`src/rtl/lrukv_pkg.sv`:
```
package lrukv_pkg;

  localparam logic CMD_GET = 1'b0;
  localparam logic CMD_SET = 1'b1;

  localparam int unsigned CAPACITY_BITS = 4;
  localparam logic [CAPACITY_BITS-1:0] CAPACITY_RESET = 4'd8;

  typedef struct packed {
    logic hit;
    logic evicted;
    logic empty;
  } status_t;

endpackage

```
`src/rtl/lrukv_core.sv`:
```
module lrukv_core #(
  parameter int ENTRIES    = 8,
  parameter int KEY_BITS   = 16,
  parameter int VALUE_BITS = 32
) (
  input  logic                                 clk,
  input  logic                                 rst_n,
  input  logic                                 fire,
  input  logic                                 command,
  input  logic [KEY_BITS-1:0]                  lookup_key,
  input  logic [VALUE_BITS-1:0]                write_value,
  input  logic [lrukv_pkg::CAPACITY_BITS-1:0]  capacity,
  output lrukv_pkg::status_t                   status,
  output logic [VALUE_BITS-1:0]                read_value
);

  localparam int RW   = $clog2(ENTRIES);
  localparam int CW   = $clog2(ENTRIES + 1);
  localparam int CMPW = (CW > lrukv_pkg::CAPACITY_BITS) ? CW : lrukv_pkg::CAPACITY_BITS;

  logic [KEY_BITS-1:0]   key_r   [ENTRIES];
  logic [VALUE_BITS-1:0] value_r [ENTRIES];
  logic [RW-1:0]         rank_r  [ENTRIES];
  logic [ENTRIES-1:0]    valid_r;
  logic [CW-1:0]         count_r;

  logic [ENTRIES-1:0]    match;
  logic [ENTRIES-1:0]    oldest;
  logic [ENTRIES-1:0]    free_oh;
  logic [ENTRIES-1:0]    target;
  logic [ENTRIES-1:0]    age;
  logic [VALUE_BITS-1:0] hit_value;
  logic [RW-1:0]         hit_rank;
  logic                  hit;
  logic                  is_set;
  logic                  do_insert;
  logic                  do_evict;
  logic [CMPW-1:0]       cap_ext;
  logic [CMPW-1:0]       eff_cap;

  // clamp capacity to 1..ENTRIES
  always_comb begin
    cap_ext = CMPW'(capacity);
    if (cap_ext == '0) begin
      eff_cap = CMPW'(1);
    end else if (cap_ext > CMPW'(ENTRIES)) begin
      eff_cap = CMPW'(ENTRIES);
    end else begin
      eff_cap = cap_ext;
    end
  end

  always_comb begin
    hit_value = '0;
    hit_rank  = '0;
    for (int i = 0; i < ENTRIES; i++) begin
      match[i]  = valid_r[i] && (key_r[i] == lookup_key);
      oldest[i] = valid_r[i] && ((CW'(rank_r[i]) + CW'(1)) == count_r);
      hit_value = hit_value | (value_r[i] & {VALUE_BITS{match[i]}});
      hit_rank  = hit_rank | (rank_r[i] & {RW{match[i]}});
    end
    // lowest free slot
    free_oh   = ~valid_r & (valid_r + ENTRIES'(1));
    hit       = |match;
    is_set    = (command == lrukv_pkg::CMD_SET);
    do_insert = !hit && is_set;
    do_evict  = do_insert && (CMPW'(count_r) >= eff_cap);
    if (hit) begin
      target = match;
    end else if (do_evict) begin
      target = oldest;
    end else begin
      target = free_oh;
    end
    for (int i = 0; i < ENTRIES; i++) begin
      age[i] = valid_r[i] && !target[i] && (hit ? (rank_r[i] < hit_rank) : do_insert);
    end
  end

  always_ff @(posedge clk) begin
    if (!rst_n) begin
      valid_r <= '0;
      count_r <= '0;
      for (int i = 0; i < ENTRIES; i++) begin
        rank_r[i] <= '0;
      end
    end else if (fire) begin
      for (int i = 0; i < ENTRIES; i++) begin
        if (target[i] && (hit || do_insert)) begin
          rank_r[i] <= '0;
        end else if (age[i]) begin
          rank_r[i] <= rank_r[i] + RW'(1);
        end
        if (target[i] && do_insert) begin
          valid_r[i] <= 1'b1;
        end
      end
      if (do_insert && !do_evict) begin
        count_r <= count_r + CW'(1);
      end
    end
  end

  // key and value storage, no reset
  always_ff @(posedge clk) begin
    if (fire) begin
      for (int i = 0; i < ENTRIES; i++) begin
        if (target[i] && do_insert) begin
          key_r[i] <= lookup_key;
        end
        if (target[i] && is_set) begin
          value_r[i] <= write_value;
        end
      end
    end
  end

  assign status.hit     = hit;
  assign status.evicted = do_evict;
  assign status.empty   = (count_r == '0);
  assign read_value     = (hit && !is_set) ? hit_value : '0;

endmodule

```
`src/rtl/lru_key_value_cache_unit.sv`:
```
// an accepted item waits in the input stage registers, and its result is then registered in the output registers
// throughput: one item per cycle while the output is not stalled, set by the combinational key
// compare and recency update across all entries
// reset: all entries invalid, ranks and count cleared, capacity set to 8
// capacity writes are taken only while the store is empty
module lru_key_value_cache_unit #(
  parameter int ENTRIES    = 8,
  parameter int KEY_BITS   = 16,
  parameter int VALUE_BITS = 32
) (
  input  logic                                 clk,
  input  logic                                 rst_n,
  input  logic                                 in_valid,
  output logic                                 in_stall,
  input  logic                                 in_command,
  input  logic [KEY_BITS-1:0]                  in_lookup_key,
  input  logic [VALUE_BITS-1:0]                in_write_value,
  output logic                                 out_valid,
  input  logic                                 out_stall,
  output logic                                 out_hit,
  output logic [VALUE_BITS-1:0]                out_read_value,
  output logic                                 out_evicted,
  input  logic                                 cfg_wr_en,
  input  logic [lrukv_pkg::CAPACITY_BITS-1:0]  cfg_wr_data
);

  logic [lrukv_pkg::CAPACITY_BITS-1:0] capacity_r;
  logic                                s1_valid_r;
  logic                                s1_command_r;
  logic [KEY_BITS-1:0]                 s1_key_r;
  logic [VALUE_BITS-1:0]               s1_value_r;
  logic                                out_valid_r;
  logic                                out_hit_r;
  logic                                out_evicted_r;
  logic [VALUE_BITS-1:0]               out_value_r;

  logic                                advance;
  logic                                fire;
  logic                                in_take;
  lrukv_pkg::status_t                  status;
  logic [VALUE_BITS-1:0]               core_value;

  assign advance  = !out_valid_r || !out_stall;
  assign fire     = s1_valid_r && advance;
  assign in_stall = s1_valid_r && !advance;
  assign in_take  = in_valid && !in_stall;

  lrukv_core #(
    .ENTRIES    (ENTRIES),
    .KEY_BITS   (KEY_BITS),
    .VALUE_BITS (VALUE_BITS)
  ) u_core (
    .clk         (clk),
    .rst_n       (rst_n),
    .fire        (fire),
    .command     (s1_command_r),
    .lookup_key  (s1_key_r),
    .write_value (s1_value_r),
    .capacity    (capacity_r),
    .status      (status),
    .read_value  (core_value)
  );

  always_ff @(posedge clk) begin
    if (!rst_n) begin
      capacity_r  <= lrukv_pkg::CAPACITY_RESET;
      s1_valid_r  <= 1'b0;
      out_valid_r <= 1'b0;
    end else begin
      if (cfg_wr_en && status.empty) begin
        capacity_r <= cfg_wr_data;
      end
      // input stage is free when empty or when its item moves on
      if (!in_stall) begin
        s1_valid_r <= in_take;
      end
      if (advance) begin
        out_valid_r <= fire;
      end
    end
  end

  // payload registers
  always_ff @(posedge clk) begin
    if (in_take) begin
      s1_command_r <= in_command;
      s1_key_r     <= in_lookup_key;
      s1_value_r   <= in_write_value;
    end
    if (fire) begin
      out_hit_r     <= status.hit;
      out_evicted_r <= status.evicted;
      out_value_r   <= core_value;
    end
  end

  assign out_valid      = out_valid_r;
  assign out_hit        = out_hit_r;
  assign out_evicted    = out_evicted_r;
  assign out_read_value = out_value_r;

endmodule

```
`config.mk`:
```
export PLATFORM = sky130hd
export DESIGN_NAME = lru_key_value_cache_unit
export DESIGN_NICKNAME = d
export VERILOG_FILES = /design/src/rtl/lrukv_pkg.sv /design/src/rtl/lrukv_core.sv /design/src/rtl/lru_key_value_cache_unit.sv
export SDC_FILE = /design/constraint.sdc
export NUM_CORES = 1
export LEC_CHECK = 0
export ABC_AREA = 1
export BUFFER_PORTS_ARGS = -buffer_cell sky130_fd_sc_hd__buf_2
export CAP_MARGIN = 10
export CORE_MARGIN = 3
export CORE_UTILIZATION = 45
export DETAILED_ROUTE_END_ITERATION = 12
export SYNTH_ARGS = -nofsm -noshare
export SYNTH_HDL_FRONTEND = slang
export SYNTH_SLANG_ARGS = --single-unit
```
`constraint.sdc`:
```
create_clock -name clk -period 10.6 [get_ports clk]
set_input_delay 1.59 -clock clk [delete_from_list [all_inputs] [get_ports clk]]
set_output_delay 1.59 -clock clk [all_outputs]
set_load 0.03 [all_outputs]
```
Yosys cells after proc, flatten, opt, wreduce, memory -nomap -nowiden
Memories as Yosys holds them, arrays and structs flattened.
Index checks and enable logic that the tools add are counted.
- add/subtract/negate cells: 18
- $lt $le $gt $ge: 10
- equality and inequality tests: 16
- mux-type cells: 149
- bitwise gates (word level): 48
- reduce and logical (&&, ||, !) cells: 93
- operators by type and width (operator ; number):
    32-bit AND ; 8
    32-bit bitwise OR ; 7
    1-bit two-way mux ; 129
    16-bit == test ; 8
    1-bit logical AND ; 64
    3-bit two-way mux ; 16
    3-bit by 1-bit adder with 4-bit output (second input constant) ; 8
    4-bit == test ; 8
    3-bit by 1-bit adder with 3-bit output (second input constant) ; 8
    3-bit AND ; 8
    3-bit less-than comparator ; 8
    3-bit bitwise OR ; 7
    2-bit AND reduction ; 9
    8-bit two-way mux ; 2
    1-bit bitwise OR ; 16
    1-bit zero test ; 15
    8-bit by 1-bit adder with 8-bit output (second input constant) ; 1
    8-bit AND ; 1
    4-bit zero test ; 2
    4-bit two-way mux ; 2
    8-bit NOT ; 1
    8-bit OR reduction ; 1
    4-bit by 1-bit adder with 4-bit output (second input constant) ; 1
    4-bit >= comparator ; 1
    other kinds (2) ; 3
- register bits after elaboration: 101
- bits in writable memories: 408
- output and inout port bits: 36
- logic and storage cells: 355
- memories: 3
- memories (memory ; words ; width ; read ports ; clocked after memory_dff ; wr ports ; line ; text):
    u_core.value_r ; 8 ; 32 ; 8 ; 0 ; 8 ; lrukv_core.sv:22 ; logic [VALUE_BITS-1:0] value_r [ENTRIES];
    u_core.key_r ; 8 ; 16 ; 8 ; 0 ; 8 ; lrukv_core.sv:21 ; logic [KEY_BITS-1:0] key_r [ENTRIES];
    u_core.rank_r ; 8 ; 3 ; 8 ; 0 ; 8 ; lrukv_core.sv:23 ; logic [RW-1:0] rank_r [ENTRIES];

Depth between registers and ports, before layout
Gate-level depths: netlist of the first run.
- depth after elaboration: 19
- gate-level depth with buffers: 21

Modules after synthesis
A second synthesis of the first run with hierarchy kept.
- cell total of the unflattened synthesis: 2204
- area, all modules: 23035.8 um2
- by module, submodules not included (module ; instances ; cells an instance ; area an instance (um2) ; seq. area each (um2)):
    lrukv_core ; 1 ; 2085 ; 20300.7 ; 12492.0
    lru_key_value_cache_unit ; 1 ; 119 ; 2735.1 ; 2612.5

Worst setup path before layout of the first run
Ideal clock, no wire load.
- path kind: in2reg
- start point: in out_stall
- end point: mem u_core.value_r[6][1], in the netlist u_core.value_r[1][65], enable pin
- setup time: 432 ps
- arrival time: 3608 ps
- path slack: 6560 ps
- stages on the path: 5
- path through: nand2_1 > nand2_1 > nor2_1 > inv_1 > a21oi_1
- RTL lines (element ; line ; text):
    start: declaration ; lru_key_value_cache_unit.sv:19 ; input logic out_stall,
    end: declaration ; lrukv_core.sv:22 ;

==> results.tsv, run 1 <==
stage	metric	value	unit
status	status	complete, no violations	
floorplan	die_w	232	um
floorplan	core-area	50300	um2
worst_setup_path	required	10.83	ns
timing	slew_violations	0	
timing	max_freq	227	MHz
cts	cts_buffer_depth	3	
synth	synth.area.top_cells	edfxtp_1 (64%), nand2_1 (8.0%), inv_1 (6.4%)	
placed_design	dp_slack	6.10	ns
floorplan	rows	82	
worst_setup_path	path_cells	inv_1, nand2_1, nand2_1, nor2_1, nand3_1, nor2_4, nand3_4, nand2_1, nor2_4, nand2_4, inv_4, nand2_1, o21ai_1, nor2_4	
synth	synth_top_area_share	64.1	%
timing	rsz0062_at_grt	false	
cts	cts_tree	built	
timing	finalSetupViolCount	0	
route	drtAntennaViolNets	0	
worst_setup_path	cp_common_cell	nand2_1	
timing	setup_tns	0	ns
layout	drive_gt1_share	11.1	%
worst_setup_path	cp_max_fo	35	
worst_setup_path	startpoint_type	flop	
floorplan	initial_core_util	45.7	%
synth	ys_warn_count	0	
pwr	p_per_area	167	nW/um2
layout	mostFrequentLayoutCells	nand2_1 (493), edfxtp_1 (491), inv_1 (393)	
layout	num_antenna_cells	0	
layout	layout_commonest_cell	nand2_1	
synth	ys.flop_type	edfxtp_1	
worst_setup_path	cp_slowest_stage_delay	0.85	ns
worst_setup_path	cp-end-kind	flop	
cts	insertion_delay	0.63	ns
pwr	leakagePower	10.7	nW
layout	area_delta_synth_final	13.0	%
cts	clkTransAtPathRegs	0.06	ns
floorplan	dieArea	53800	um2
layout	nNetsFinal	2405	
route	wirelength	70400	um
route	wl_per_cell	23.1	um
cts	cts_buffers	54	
timing	worst_slack	6.19	ns
synth	ys_ff_latch	509	
timing	relSlewSlack	25.0	%
timing	worstMarginPinSlew	1.12	ns
synth	synth_edf_count	491	
floorplan	die_h	232	um
layout	n_fill_cell	4509	
synth	async_reset_ff_share	0	%
cts	clock-root-buffer	clkbuf_16	
cts	cts-htree-levels	2	
timing	hold_slack	0.481	ns
global_routing	antenna_found_initial	0	
placed_design	hpwl	48600	um
worst_setup_path	cpMaxStageDelayCell	edfxtp_1	
cts	cts_resized	0	
synth	yosysSeqAreaShare	65.7	%
global_routing	grt_first_pass_wirelength	104000	um
route	first_pass_iters	8	
floorplan	design.portCount	94	
worst_setup_path	critPathKind	flop to flop	
global_routing	grt_start_max_net_pins	50	
hold_path	hold_path_class	flop to flop	
timing	fin_crit_sh	41.6	%
synth	syn-mean-instance-area	10.4	um2
route	drtIter0Drc	1439	
global_routing	globalRouteTotalUtil	26.3	%
route	drc_errors	0	
worst_setup_path	critPathArrivalTime	4.64	ns
placed_design	port_buffers	93	
cts	hold_buffers	0	
synth	netlist_instances	2219	
timing	hold_viol_final	0	
global_routing	grt_pass1_vias	15800	
placed_design	gp_congestion	1.00	
synth	ys_types	47	
route	num_vias	16300	
cts	cts_sinks	509	
timing	fin_skew	0.0313	ns
run	drv_cap	0	
timing	period_needed	4.41	ns
cts	cts_setup_buffers	0	
synth	yosys.area.top_type	edfxtp_1	
route	viasPerCell	5.36	
global_routing	grt-ovfl-total	0	
pwr	vdd_ir_drop_max	153	uV
synth	syn_area	23000	um2
synth	syn_nets	2291	
-- worst max-delay path, delay by kind of cell, from the launching register on --
kind / cells / cell delay, ns
compound gates: 1 / 0.15
simple gates: 11 / 2.56
buf+inv: 2 / 0.43
flops: 1 / 0.85
-- path summary, 6_finish.rpt --
check | slack (ns) | cells after the start | endpoint | startpoint
min | 0.48 | 2 | out_valid | s1_valid_r
max | 6.19 | 14 | u_core.value_r[1][29] | s1_key_r[0]
min reg2reg | 0.48 | 2 | out_valid | s1_valid_r
max reg2reg | 6.19 | 14 | u_core.value_r[1][29] | s1_key_r[0]
-- through the flow --
stage | instance area [um2] | power [mW] | util (%) | instances
2_1_floorplan | 23000 | 2.43 | - | 2219
3_3_place_gp | 24200 | 2.53 | 48.2 | 2949
5_1_grt | 26000 | 4.48 | 51.7 | 3046
6_report | 26000 | 4.34 | 51.7 | 3046
4_1_cts | 26000 | 4.38 | 51.7 | 3046
3_5_place_dp | 24200 | 2.53 | 48.2 | 2949
-- cell families after synthesis --
family / share of synthesized area, %
flip-flops: 65.7
adder cells (fa/ha/maj): 0.762
buffers and inverters: 8.06
AND/OR/NAND/NOR: 17.7
AO/OA/AOI/OAI: 6.03
XOR/XNOR: 1.79
-- report_power, final --
part           leakage, nW  switching, mW  total, mW  internal (mW)
Sequential            4.66         0.0513       2.30           2.25
Combinational         5.21          0.139      0.190         0.0505
Clock                0.847          0.790       1.85           1.06
-- synthesized netlist by cell type, types with 4 or more instances --
master and instances:
a21oi_1 45, and3_1 4, buf_2 5, buf_4 14
clkbuf_1 28, clkinv_1 4, dfxtp_1 18, edfxtp_1 491
ha_1 14, inv_1 395, inv_2 18, nand2_1 493
nand2_2 14, nand3_1 66, nand3_2 8, nand4_1 60
nor2_1 223, nor2_2 8, nor3_1 7, nor4_1 33
o21ai_0 72, o22ai_1 101, o31ai_1 5, or2_2 8
xnor2_1 24, xor2_1 23
-- state kept, by name (all words and copies together), names as in the netlist --
name,flops
out_valid,1
capacity_r,4
out_read_value,32
s1_valid_r,1
out_hit,1
u_core.value_r,256
u_core.valid_r,8
out_evicted,1
u_core.count_r,4
u_core.key_r,128
s1_key_r,16
s1_command_r,1
u_core.rank_r,24
s1_value_r,32
-- layer usage --
metal,share of wire (%),up-vias,track usage [%]
met5,0,-,0
met3,6.2,141,4.04
li1,-,7666,-
met4,3.6,0,9.02
met2,47,593,42.7
met1,43,7916,36.4
-- cell type report --
| cell class | count | area (um2) | share of cell area (%) |
|---|---|---|---|
| clock buffers | 67 | 1440 | 5.55 |
| clock inverters | 30 | 300 | 1.16 |
| inverters | 419 | 1580 | 6.07 |
| multi-input cells | 1239 | 6120 | 23.6 |
| flip-flops and latches | 509 | 15100 | 58.1 |
| well taps | 672 | 841 | 3.24 |
| repair buffers | 110 | 593 | 2.28 |
No activity file was read; power rests on OpenSTA's default activity.
==> run 2: changes to the inputs <==
==> constraint.sdc (replaced) <==
create_clock -name clk -period 4.45 [get_ports clk]
set_input_delay 0.6675 -clock clk [delete_from_list [all_inputs] [get_ports clk]]
set_output_delay 0.6675 -clock clk [all_outputs]
set_load 0.03 [all_outputs]
==> results.tsv, run 2 (synthesis results as in run 1) <==
stage	metric	value	unit	change
status	status	complete, no violations		unchanged
pwr	p_per_area	397	nW/um2	was 167 nW/um2
route	drtIter0Drc	1552		was 1439
route	drc_errors	0		unchanged
worst_setup_path	path_cells	clkinv_1, ha_1, nand4_1, nand3_1, nand2_1, clkinv_1, nand3_1, nand2_1, nand2_1, nand2_1, nand2_1, nand2_1, inv_1, buf_4		was inv_1, nand2_1, nand2_1, nor2_1, nand3_1, nor2_4, nand3_4, nand2_1, nor2_4, nand2_4, inv_4, nand2_1, o21ai_1, nor2_4
layout	mostFrequentLayoutCells	nand2_1 (493), edfxtp_1 (491), inv_1 (393)		unchanged
cts	clkTransAtPathRegs	0.06	ns	about the same
pwr	pwr-share-comb	4.7	%	was 4.4%
timing	fin_skew	0.0372	ns	was 0.0313 ns
cts	cts_buffers	54		unchanged
worst_setup_path	critPathArrivalTime	4.35	ns	was 4.64 ns
route	wirelength	66700	um	was 70400 um
global_routing	antenna_found_initial	1		was 0
worst_setup_path	cp_common_cell	nand2_1		unchanged
pwr	p_sw	2.36	mW	was 0.980 mW
cts	cts_tree	built		unchanged
floorplan	dieArea	53800	um2	unchanged
route	wl_per_cell	21.7	um	was 23.1 um
worst_setup_path	cpMaxStageDelayCell	dfxtp_1		was edfxtp_1
timing	hold_viol_final	0		unchanged
timing	rsz0062_at_grt	false		unchanged
worst_setup_path	cp_slowest_stage_delay	0.72	ns	was 0.85 ns
layout	fin_area	26300	um2	was 26000 um2
floorplan	die_w	232	um	unchanged
worst_setup_path	startpoint_type	flop		unchanged
global_routing	grt-ovfl-total	0		unchanged
layout	area_delta_synth_final	14.4	%	was 13.0%
worst_setup_path	cp_max_fo	16		was 35
placed_design	gp_congestion	1.00		about the same
hold_path	hold_path_class	input port to flop		was flop to flop
global_routing	grt_pass1_vias	16000		was 15800
route	viasPerCell	5.31		was 5.36
cts	cts_buffer_depth	3		unchanged
pwr	p_clk_share	43.1	%	was 42.7%
placed_design	dpl-instance-area	24500	um2	was 24200 um2
cts	cts_setup_buffers	0		unchanged
floorplan	die_h	232	um	unchanged
timing	finalSetupViolCount	0		unchanged
cts	hold_buffers	0		unchanged
worst_setup_path	critPathTopFamily	buffers and inverters		was simple AND/OR/NAND/NOR gates
cts	clock-root-buffer	clkbuf_16		unchanged
layout	layout_commonest_cell	nand2_1		unchanged
floorplan	initial_core_util	45.7	%	unchanged
worst_setup_path	crit_buf_inv	4		was 2
placed_design	hpwl	44100	um	was 48600 um
cts	cts_resized	0		unchanged
route	num_vias	16300		about the same
timing	max_freq	246	MHz	was 227 MHz
global_routing	grt_start_max_net_pins	39		was 50
timing	period_needed	4.06	ns	was 4.41 ns
pwr	p_int	8.08	mW	was 3.36 mW
timing	slew_violations	0		unchanged
cts	insertion_delay	0.64	ns	was 0.63 ns
global_routing	grt_first_pass_wirelength	98900	um	was 104000 um
pwr	vdd_ir_drop_max	355	uV	was 153 uV
timing	worstMarginPinSlew	0.801	ns	was 1.12 ns
route	drtAntennaViolNets	0		unchanged
pwr	leakagePower	10.9	nW	was 10.7 nW
pwr	swShare	22.6	%	about the same
cts	cts-htree-levels	2		unchanged
pwr	seqPwrFrac	52.2	%	was 52.9%
timing	relSlewSlack	46.5	%	was 25.0%
layout	regMostFlops	u_core.value_r		unchanged
layout	largest_register_ffs	256		unchanged
layout	num_antenna_cells	0		unchanged
global_routing	globalRouteTotalUtil	24.8	%	was 26.3%
layout	reg.largest.list	u_core.value_r (256), u_core.key_r (128)		unchanged
worst_setup_path	cp-end-kind	flop		unchanged
timing	setup_tns	0	ns	unchanged
floorplan	rows	82		unchanged
layout	nNetsFinal	2431		was 2405
layout	drive_gt1_share	12.1	%	was 11.1%
timing	fin_crit_sh	91.3	%	was 41.6%
worst_setup_path	critPathKind	flop to flop		unchanged
floorplan	design.portCount	94		unchanged
cts	cts_sinks	509		unchanged
route	first_pass_iters	6		was 8
worst_setup_path	required	4.74	ns	was 10.83 ns
placed_design	port_buffers	93		unchanged
run	drv_cap	0		unchanged
floorplan	core-area	50300	um2	unchanged
-- run 2: worst paths after layout --
kind / cells past startpoint / start / end / slack, ns
max: 14 / u_core.count_r[0] / u_core.key_r[1][3] / 0.39
min: 1 / in_write_value[21] / s1_value_r[21] / 0.20
max reg2reg: 14 / u_core.count_r[0] / u_core.key_r[1][3] / 0.39
min reg2reg: 2 / capacity_r[1] / capacity_r[1] / 0.48
-- run 2: worst reg2reg max path, cell delays in order, from the launching register on --
cell      delay, ns
dfxtp_1        0.72
clkinv_1       0.59
ha_1           0.46
nand4_1        0.08
nand3_1        0.16
nand2_1        0.30
clkinv_1       0.36
nand3_1        0.23
nand2_1        0.09
nand2_1        0.07
nand2_1        0.10
nand2_1        0.14
nand2_1        0.10
inv_1          0.06
buf_4          0.25
-- run 2: power groups by stage --
| stage | logic, mW | registers, mW | clock network [mW] |
|---|---|---|---|
| after floorplan | 0.268 | 5.53 | 0 |
| after global placement | 0.488 | 5.54 | 0 |
| after detailed placement | 0.491 | 5.55 | 0 |
| after CTS | 0.493 | 5.45 | 4.58 |
| after global routing | 0.540 | 5.46 | 4.77 |
| final | 0.493 | 5.45 | 4.49 |
-- run 2: metal layers --
layer | vias up | track usage, % | share of wire [%]
met1 | 7908 | 32.3 | 42
li1 | 7710 | - | -
met5 | - | 0 | 0.017
met2 | 534 | 41.9 | 48
met4 | 2 | 11.0 | 4.3
met3 | 159 | 3.16 | 5.5
-- run 2: area by class of cell --
type	instances	area, um2
Multi-Input combinational cell	1239	6120
Tap cell	672	841
Sequential cell	509	15100
Timing Repair Buffer	136	888
Inverter	419	1580
Clock inverter	32	378
Clock buffer	65	1390
Fill cell	4496	24000
-- run 2: per-stage QoR --
step                worst slack (ns)  cells  hold WS, ns  power [mW]  utilization, %
global placement               0.555   2975        0.458        6.03            48.8
detailed placement             0.511   2975        0.466        6.04            48.8
floorplan                      0.572   2219        0.445        5.80               -
finish                         0.389   3072        0.204        10.4            52.3
global route                   0.181   3072        0.182        10.8            52.3
CTS                            0.456   3072        0.175        10.5            52.3
